### src/sv/pcsm_pkg.sv
// ----------------------------------------------------------------------------
// pcsm_pkg
// Shared opcodes, micro-operation codes, controller states and status bundle
// for the p-code stack machine core.
// ----------------------------------------------------------------------------
`default_nettype none

package pcsm_pkg;

  localparam logic [3:0] OP_LIT   = 4'd1;
  localparam logic [3:0] OP_OPR   = 4'd2;
  localparam logic [3:0] OP_LOD   = 4'd3;
  localparam logic [3:0] OP_STO   = 4'd4;
  localparam logic [3:0] OP_CAL   = 4'd5;
  localparam logic [3:0] OP_INC   = 4'd6;
  localparam logic [3:0] OP_JMP   = 4'd7;
  localparam logic [3:0] OP_JPC   = 4'd8;
  localparam logic [3:0] OP_WRITE = 4'd9;
  localparam logic [3:0] OP_READ  = 4'd10;
  localparam logic [3:0] OP_HALT  = 4'd11;

  localparam logic [3:0] OPR_RET = 4'd0;
  localparam logic [3:0] OPR_NEG = 4'd1;
  localparam logic [3:0] OPR_ADD = 4'd2;
  localparam logic [3:0] OPR_SUB = 4'd3;
  localparam logic [3:0] OPR_MUL = 4'd4;
  localparam logic [3:0] OPR_DIV = 4'd5;
  localparam logic [3:0] OPR_ODD = 4'd6;
  localparam logic [3:0] OPR_MOD = 4'd7;
  localparam logic [3:0] OPR_EQL = 4'd8;
  localparam logic [3:0] OPR_NEQ = 4'd9;
  localparam logic [3:0] OPR_LSS = 4'd10;
  localparam logic [3:0] OPR_LEQ = 4'd11;
  localparam logic [3:0] OPR_GTR = 4'd12;
  localparam logic [3:0] OPR_GEQ = 4'd13;

  localparam logic [1:0] FLT_NONE  = 2'd0;
  localparam logic [1:0] FLT_RANGE = 2'd1;
  localparam logic [1:0] FLT_DIV0  = 2'd2;

  typedef enum logic [5:0] {
    U_NOP, U_CLEAR, U_ACCEPT, U_FAULT, U_EMIT, U_ADV, U_HALT,
    U_PUSH_M, U_PUSH_RV, U_INC, U_MOD_M, U_SET_PC, U_RD_SP,
    U_JPC_TAKE, U_JPC_SKIP, U_WRITE_OUT, U_WALK_RD, U_WALK_LD,
    U_RD_BM, U_LOD_WR, U_STO_WR, U_CAL_W1, U_CAL_W2, U_CAL_W3, U_CAL_W4,
    U_RD_BP2, U_RD_BP3, U_RET_GO, U_UN_WR, U_LD_C, U_LD_A,
    U_BIN_DIV0, U_BIN_DIV, U_BIN_DIVRES, U_BIN_ALU, U_BIN_WR
  } uop_t;

  typedef enum logic [4:0] {
    S_CLEAR, S_IDLE, S_DISPATCH, S_WALK, S_WALK_LD, S_LOD_WR, S_STO_WR,
    S_CAL2, S_CAL3, S_CAL4, S_JPC, S_WRITE, S_RET1, S_RET2, S_UN,
    S_BIN1, S_BIN2, S_BIN3, S_BIN4, S_DIV_WAIT, S_PC_WAIT, S_EMIT
  } state_t;

  typedef struct packed {
    logic [3:0] op;
    logic       held;
    logic       opr_ret;
    logic       opr_un;
    logic       opr_bin;
    logic       opr_divmod;
    logic       ok_sp;
    logic       ok_spm1;
    logic       ok_spp1;
    logic       ok_sp4;
    logic       ok_bp3;
    logic       ok_walk;
    logic       ok_bm;
    logic       ok_nbp;
    logic       ok_inc;
    logic       lev_zero;
    logic       rd_zero;
    logic       c_zero;
    logic       div_done;
    logic       clr_last;
  } status_t;

endpackage

`default_nettype wire

### src/sv/pcsm_ctrl.sv
// ----------------------------------------------------------------------------
// pcsm_ctrl
// Controller: sequences one instruction as a series of micro-operations and
// owns the input/output handshakes.
// ----------------------------------------------------------------------------
`default_nettype none

module pcsm_ctrl (
  input  wire logic              clk,
  input  wire logic              rst_n,
  input  wire pcsm_pkg::status_t st,
  output pcsm_pkg::uop_t         uop,
  input  wire logic              in_tvalid,
  output logic                   in_tready,
  output logic                   out_tvalid,
  input  wire logic              out_tready
);

  import pcsm_pkg::*;

  state_t state_r, state_nxt;
  logic   out_valid_r, out_valid_nxt;

  always_ff @(posedge clk) begin
    if (!rst_n) begin
      state_r     <= S_CLEAR;
      out_valid_r <= 1'b0;
    end else begin
      state_r     <= state_nxt;
      out_valid_r <= out_valid_nxt;
    end
  end

  always_comb begin
    state_nxt     = state_r;
    uop           = U_NOP;
    in_tready     = 1'b0;
    out_valid_nxt = out_valid_r & ~out_tready;
    case (state_r)
      S_CLEAR: begin
        uop = U_CLEAR;
        if (st.clr_last) begin
          state_nxt = S_IDLE;
        end
      end
      S_IDLE: begin
        in_tready = 1'b1;
        if (in_tvalid) begin
          uop       = U_ACCEPT;
          state_nxt = S_DISPATCH;
        end
      end
      S_DISPATCH: begin
        state_nxt = S_EMIT;
        if (!st.held) begin
          case (st.op)
            OP_LIT:   uop = st.ok_spm1 ? U_PUSH_M : U_FAULT;
            OP_READ:  uop = st.ok_spm1 ? U_PUSH_RV : U_FAULT;
            OP_INC:   uop = st.ok_inc ? U_INC : U_FAULT;
            OP_HALT:  uop = U_HALT;
            OP_JMP: begin
              uop       = U_MOD_M;
              state_nxt = S_PC_WAIT;
            end
            OP_JPC: begin
              uop = U_FAULT;
              if (st.ok_sp) begin
                uop       = U_RD_SP;
                state_nxt = S_JPC;
              end
            end
            OP_WRITE: begin
              uop = U_FAULT;
              if (st.ok_sp) begin
                uop       = U_RD_SP;
                state_nxt = S_WRITE;
              end
            end
            OP_LOD, OP_STO, OP_CAL: state_nxt = S_WALK;
            OP_OPR: begin
              uop = U_FAULT;
              if (st.opr_ret) begin
                if (st.ok_bp3) begin
                  uop       = U_RD_BP2;
                  state_nxt = S_RET1;
                end
              end else if (st.opr_un) begin
                if (st.ok_sp) begin
                  uop       = U_RD_SP;
                  state_nxt = S_UN;
                end
              end else if (st.opr_bin) begin
                if (st.ok_sp && st.ok_spp1) begin
                  uop       = U_RD_SP;
                  state_nxt = S_BIN1;
                end
              end else begin
                uop = U_ADV;
              end
            end
            default: uop = U_ADV;
          endcase
        end
      end
      S_WALK: begin
        if (st.lev_zero) begin
          uop       = U_FAULT;
          state_nxt = S_EMIT;
          case (st.op)
            OP_LOD: begin
              if (st.ok_bm && st.ok_spm1) begin
                uop       = U_RD_BM;
                state_nxt = S_LOD_WR;
              end
            end
            OP_STO: begin
              if (st.ok_bm && st.ok_sp) begin
                uop       = U_RD_SP;
                state_nxt = S_STO_WR;
              end
            end
            default: begin
              if (st.ok_sp4) begin
                uop       = U_CAL_W1;
                state_nxt = S_CAL2;
              end
            end
          endcase
        end else if (st.ok_walk) begin
          uop       = U_WALK_RD;
          state_nxt = S_WALK_LD;
        end else begin
          uop       = U_FAULT;
          state_nxt = S_EMIT;
        end
      end
      S_WALK_LD: begin
        uop       = U_WALK_LD;
        state_nxt = S_WALK;
      end
      S_LOD_WR: begin
        uop       = U_LOD_WR;
        state_nxt = S_EMIT;
      end
      S_STO_WR: begin
        uop       = U_STO_WR;
        state_nxt = S_EMIT;
      end
      S_CAL2: begin
        uop       = U_CAL_W2;
        state_nxt = S_CAL3;
      end
      S_CAL3: begin
        uop       = U_CAL_W3;
        state_nxt = S_CAL4;
      end
      S_CAL4: begin
        uop       = U_CAL_W4;
        state_nxt = S_PC_WAIT;
      end
      S_JPC: begin
        if (st.rd_zero) begin
          uop       = U_JPC_TAKE;
          state_nxt = S_PC_WAIT;
        end else begin
          uop       = U_JPC_SKIP;
          state_nxt = S_EMIT;
        end
      end
      S_WRITE: begin
        uop       = U_WRITE_OUT;
        state_nxt = S_EMIT;
      end
      S_RET1: begin
        uop       = U_RD_BP3;
        state_nxt = S_RET2;
      end
      S_RET2: begin
        if (st.ok_nbp) begin
          uop       = U_RET_GO;
          state_nxt = S_PC_WAIT;
        end else begin
          uop       = U_FAULT;
          state_nxt = S_EMIT;
        end
      end
      S_UN: begin
        uop       = U_UN_WR;
        state_nxt = S_EMIT;
      end
      S_BIN1: begin
        uop       = U_LD_C;
        state_nxt = S_BIN2;
      end
      S_BIN2: begin
        uop       = U_LD_A;
        state_nxt = S_BIN3;
      end
      S_BIN3: begin
        if (st.opr_divmod) begin
          if (st.c_zero) begin
            uop       = U_BIN_DIV0;
            state_nxt = S_EMIT;
          end else begin
            uop       = U_BIN_DIV;
            state_nxt = S_DIV_WAIT;
          end
        end else begin
          uop       = U_BIN_ALU;
          state_nxt = S_BIN4;
        end
      end
      S_BIN4: begin
        uop       = U_BIN_WR;
        state_nxt = S_EMIT;
      end
      S_DIV_WAIT: begin
        if (st.div_done) begin
          uop       = U_BIN_DIVRES;
          state_nxt = S_EMIT;
        end
      end
      S_PC_WAIT: begin
        if (st.div_done) begin
          uop       = U_SET_PC;
          state_nxt = S_EMIT;
        end
      end
      S_EMIT: begin
        if (!out_valid_r || out_tready) begin
          uop           = U_EMIT;
          out_valid_nxt = 1'b1;
          state_nxt     = S_IDLE;
        end
      end
      default: state_nxt = S_IDLE;
    endcase
  end

  assign out_tvalid = out_valid_r;

endmodule

`default_nettype wire

### config.mk
export PLATFORM = sky130hd
export DESIGN_NAME = pcsm_ctrl
export DESIGN_NICKNAME = d
export VERILOG_FILES = /design/src/sv/pcsm_pkg.sv /design/src/sv/pcsm_ctrl.sv
export SDC_FILE = /design/constraint.sdc
export NUM_CORES = 1
export LEC_CHECK = 0
export BUFFER_PORTS_ARGS = -buffer_cell sky130_fd_sc_hd__buf_2
export CELL_PAD_IN_SITES_DETAIL_PLACEMENT = 1
export CELL_PAD_IN_SITES_GLOBAL_PLACEMENT = 1
export CORE_ASPECT_RATIO = 0.6
export CORE_MARGIN = 2
export CORE_UTILIZATION = 34
export CTS_CLUSTER_DIAMETER = 120
export CTS_CLUSTER_SIZE = 24
export DETAILED_ROUTE_END_ITERATION = 8
export GPL_ROUTABILITY_DRIVEN = 0
export PLACE_DENSITY_LB_ADDON = 0.1
export SYNTH_ARGS = -nofsm -noshare
export SYNTH_HDL_FRONTEND = slang
export SYNTH_SLANG_ARGS = --single-unit
### constraint.sdc
create_clock -name clk -period 1.7 [get_ports clk]
set_input_delay 0.34 -clock clk [delete_from_list [all_inputs] [get_ports clk]]
set_output_delay 0.34 -clock clk [all_outputs]
set_load 0.01 [all_outputs]
==> out/metrics.cfg, run 1 <==
[yosys]
syn_area_mm2 = 0.00152
avgSynthCellArea_um2 = 6.54
synth_area_leaders = o21ai_0 8.2%, dfxtp_1 7.9%, nor2b_1 4.9%, a21oi_1 4.6%, buf_2 4.6%
yosys.area.top_type = o21ai_0
synth_edf_count = 0
yosysTopAreaCellShare_pct = 8.22
ys_types = 57
ys.flop_type = dfxtp_1
synthCells = 233
yosysWarnings = 0
async_flop_share_pct = 0
ys_seq_area_share_pct = 7.89
synth_nets = 260
ys_seq_elements = 6

[placement]
port_buffers = 34
place_ws_ps = -456
dp_hpwl_um = 5740

[sta]
endpoint_type = top-level output
crit_endpoint = uop[2]

[global_routing]
grt_start_max_net_pins = 19
antenna_found_initial = 0

[clocking]
htree_levels = 1
cts_made_buffers = 3
root_buffer = clkbuf_8
clk_path_buf_depth = 2
clock-sinks = 6

[die]
rows = 18
fp.dieH_um = 55.8
start_util_pct = 36.2
die_x_um = 90.4
ioPinCount = 35

[run_status]
status = stopped before the end
stop_error = [ERROR DPL-0033] detailed placement checks failed during check placement.
failed_stage = 5_1_grt

stage by stage:
stage	instances	hold slack (ps)	utilization, %	area, µm²
after global placement	390	636	55.4	2330
after CTS	405	403	64.8	2730
after detailed placement	390	635	55.4	2330
after floorplan	233	457	-	1590
synth_stat cells (all sizes together) (2+ instances only):
master   instances
a32oi            3
nor2b           12
o211ai           2
o21a             3
clkbuf           3
o22ai            4
a2111oi          3
nand2b           9
a31oi            8
a211oi           7
dfxtp            6
o211a            2
o21ai           25
nor3b            9
nor4             3
o2111ai          2
nand4            4
and2             2
a22oi            2
nand2           16
nand3            8
and4bb           2
o32ai            2
a21oi           14
nor3             6
buf             17
or2              2
nor2            13
a21boi           5
a31o             2
inv              9
and3b            2
nand3b           3
nor4b            3
or4              3
or3              2
kinds of logic after synthesis:
logic type	share of synthesized area, %
AO/OA/AOI/OAI	41.2
XOR/XNOR	0.575
adder cells (fa/ha/maj)	0.657
buffers and inverters	8.55
flip-flops	7.89
multiplexers	1.40
AND/OR/NAND/NOR	39.8
timing repair:
action,CTS
pin swaps,20
setup endpoints to repair,12
gates resized for setup,68
hold buffers,0
setup buffers,12
==> inputs of run 2 (changes only) <==
==> config.mk (replaced) <==
export PLATFORM = sky130hd
export DESIGN_NAME = pcsm_ctrl
export DESIGN_NICKNAME = d
export VERILOG_FILES = /design/src/sv/pcsm_pkg.sv /design/src/sv/pcsm_ctrl.sv
export SDC_FILE = /design/constraint.sdc
export NUM_CORES = 1
export LEC_CHECK = 0
export BUFFER_PORTS_ARGS = -buffer_cell sky130_fd_sc_hd__buf_2
export CORE_MARGIN = 2
export CORE_UTILIZATION = 26
export DETAILED_ROUTE_END_ITERATION = 8
export GPL_ROUTABILITY_DRIVEN = 0
export PLACE_DENSITY_LB_ADDON = 0.15
export SYNTH_ARGS = -nofsm -noshare
export SYNTH_HDL_FRONTEND = slang
export SYNTH_SLANG_ARGS = --single-unit
==> constraint.sdc (replaced) <==
create_clock -name clk -period 2.21 [get_ports clk]
set_input_delay 0.442 -clock clk [delete_from_list [all_inputs] [get_ports clk]]
set_output_delay 0.442 -clock clk [all_outputs]
set_load 0.01 [all_outputs]
==> run 2 against run 1 <==
Against the previous run:
- the flow now finishes, with violations (setup timing)
- synthesized area is the same
- synthesized cell count is the same
==> out/metrics.cfg, run 2 <==
[clocking]
clkSlewWorstSetupHoldPaths_ps = 30
cts_tree = yes
cts_hold_buf = 0  ; unchanged
clock-sinks = 6  ; unchanged
htree_levels = 1  ; unchanged
clk_path_buf_depth = 2  ; unchanged
cts_made_buffers = 3  ; unchanged
root_buffer = clkbuf_8
clk_latency_ps = 220

[detailed_routing]
wl_per_cell_um = 16.2
route.detailed.drc = 0
vias = 2236
wl_um = 6440
viasPerCell = 5.63
postRouteAntennaNets = 0
drt_iter0_drc = 156
drt_first_pass_iters = 5

[yosys]
avgSynthCellArea_um2 = 6.54  ; unchanged
yosysTopAreaCellShare_pct = 8.22  ; unchanged
syn_area_mm2 = 0.00152  ; unchanged
synth_nets = 260  ; unchanged
yosys.area.top_type = o21ai_0
ys_types = 57  ; unchanged
synth_edf_count = 0  ; unchanged
async_flop_share_pct = 0  ; unchanged
yosysWarnings = 0  ; unchanged
ys_seq_elements = 6  ; unchanged
synth_area_leaders = o21ai_0 8.2%, dfxtp_1 7.9%, nor2b_1 4.9%, a21oi_1 4.6%, buf_2 4.6%
synthCells = 233  ; unchanged
yosysMostFrequentCell = o21ai_0
ys_top_cells_by_count = 25 x o21ai_0, 16 x nand2_1, 14 x a21oi_1, 14 x buf_2, 13 x nor2_1
ys_seq_area_share_pct = 7.89  ; unchanged
ys.flop_type = dfxtp_1

[global_routing]
antenna_found_initial = 0
grt_pass1_wl_um = 10200
grt_usage_pct = 19.9
grt_start_max_net_pins = 20
grt_overflow_total = 0
grt_pass1_vias = 2132

[sta]
rsz0062_at_grt = true
setup_violations = 3
finalCritPeriodShare_pct = 102
fin_crit_ps = 2260
max_freq_mhz = 443
hold_violations = 0
timing.setup.tns_ps = -117
setup_slack_ps = -47.8
worstMarginPinSlew_ps = 658
max_slew_margin_pct = 55.0
drv_slew = 0
skew_ps = 0.662

[layout]
largest_register = state_r
largest_register_ffs = 5
fillers = 593
n_antenna_cell = 0
layout-drive-gt1-share_pct = 47.7
syn2layout_area_growth_pct = 69.4
final_cell_mix = 64 x buf_4, 32 x buf_2, 21 x o21ai_0, 15 x nand2_1, 13 x a21oi_1
fin_nets = 354
final_common_cell = buf_4
utilization_pct = 46.3

[critical_path]
cp_slowest_cell = dfxtp_4
worst-path-buf-inv = 3
worst-path-max-fanout = 8
crit_family = compound AO/OA/AOI/OAI gates
cp.required_ps = 1770
cp_cell_sequence = buf_12, buf_8, nor2b_4, a31oi_1, o32ai_1, a22o_1, or3_1, buf_2
crit_path_end_kind = primary output
crit_type = reg -> out
cpPeakStageDelay_ps = 370
crit_arrival_ps = 1820
cp-start-kind = register

[power]
switchingPower_uw = 753
power_density_mw_per_mm2 = 656
seqPwrFrac_pct = 11.1
comb_power_share_pct = 79.4
switching_share_pct = 44.5
leakage_uw = 0.00108
internal_power_uw = 939
peakVddDrop_uv = 515
p_clk_share_pct = 9.4

[run_status]
status = finished, violations left
violations = setup timing

[placement]
dp_hpwl_um = 4700  ; -18%
port_buffers = 34  ; unchanged

[hold_path]
min_path_type = in -> reg

[die]
core_mm2 = 0.00557
ioPinCount = 35  ; unchanged
fp.dieH_um = 80.5  ; +44%
die_area_mm2 = 0.00649
die_x_um = 80.5  ; -11%
start_util_pct = 27.3  ; -8.8 points
rows = 27  ; +9

[flow_run]
maxCapViolations = 0

-- run 2: cell counts after synthesis --
No cell type changed its count.
-- run 2: cells by family (layout without fill, tap and decap cells) --
kind of cell,Yosys count,in the layout,share of synthesized area [%]
xor+xnor,1,1,0.575
fa+ha+maj,1,1,0.657
buf+inv,29,121,8.55
mux,2,2,1.40
compound gates,94,94,41.2
flops,6,6,7.89
simple gates,100,100,39.8
-- run 2: what timing repair did --
action                     CTS  global route
setup endpoints to repair    5             5
pin swaps                   17             8
setup buffers               13             4
resized for setup           56            15
hold endpoints to repair     0             0
cloned                       1             0
-- run 2: area by class of cell --
class                   count  area (µm²)  share of cell area, %
clock buffers               3        41.3                   1.60
inverters                   9        33.8                   1.31
multi-input cells         198        1450                   56.4
flip-flops and latches      6         136                   5.29
well taps                  72        90.1                   3.49
repair buffers            109         825                   32.0
-- run 2: through the flow --
stage | std cells | cell area (µm²) | setup slack [ps] | hold WS [ps] | total power (µW)
5_1_grt | 397 | 2580 | -93.7 | 508 | 1800
3_3_place_gp | 377 | 2160 | -120 | 565 | 1290
3_5_place_dp | 377 | 2160 | -111 | 569 | 1280
4_1_cts | 393 | 2490 | -25.1 | 490 | 1620
6_report | 397 | 2580 | -47.8 | 494 | 1690
2_1_floorplan | 233 | 1520 | 154 | 559 | 784
-- run 2: worst paths after layout --
path              start  cells past startpoint  slack, ps    endpoint
max          state_r[2]                      8        -50      uop[0]
min reg2reg  out_tvalid                      2        580  out_tvalid
min               rst_n                      2        490  state_r[2]
max reg2reg  state_r[0]                      6        300  state_r[3]
-- run 2: power groups by stage --
stage	Combinational, µW	Clock, µW	Sequential (µW)
2_1_floorplan	636	0	148
3_3_place_gp	1120	0	172
3_5_place_dp	1110	0	168
4_1_cts	1270	165	182
5_1_grt	1440	171	190
6_report	1340	159	188
-- run 2: layer usage --
layer	vias up	wire [µm]	track usage [%]	part of all wire, %
li1	1089	-	-	-
met1	1045	2920	26.5	45
met2	85	3040	33.8	47
met3	17	349	1.35	5.4
met4	0	134	6.78	2.1
met5	-	0	0	0
Note: power is estimated with default switching activity, not from simulation.
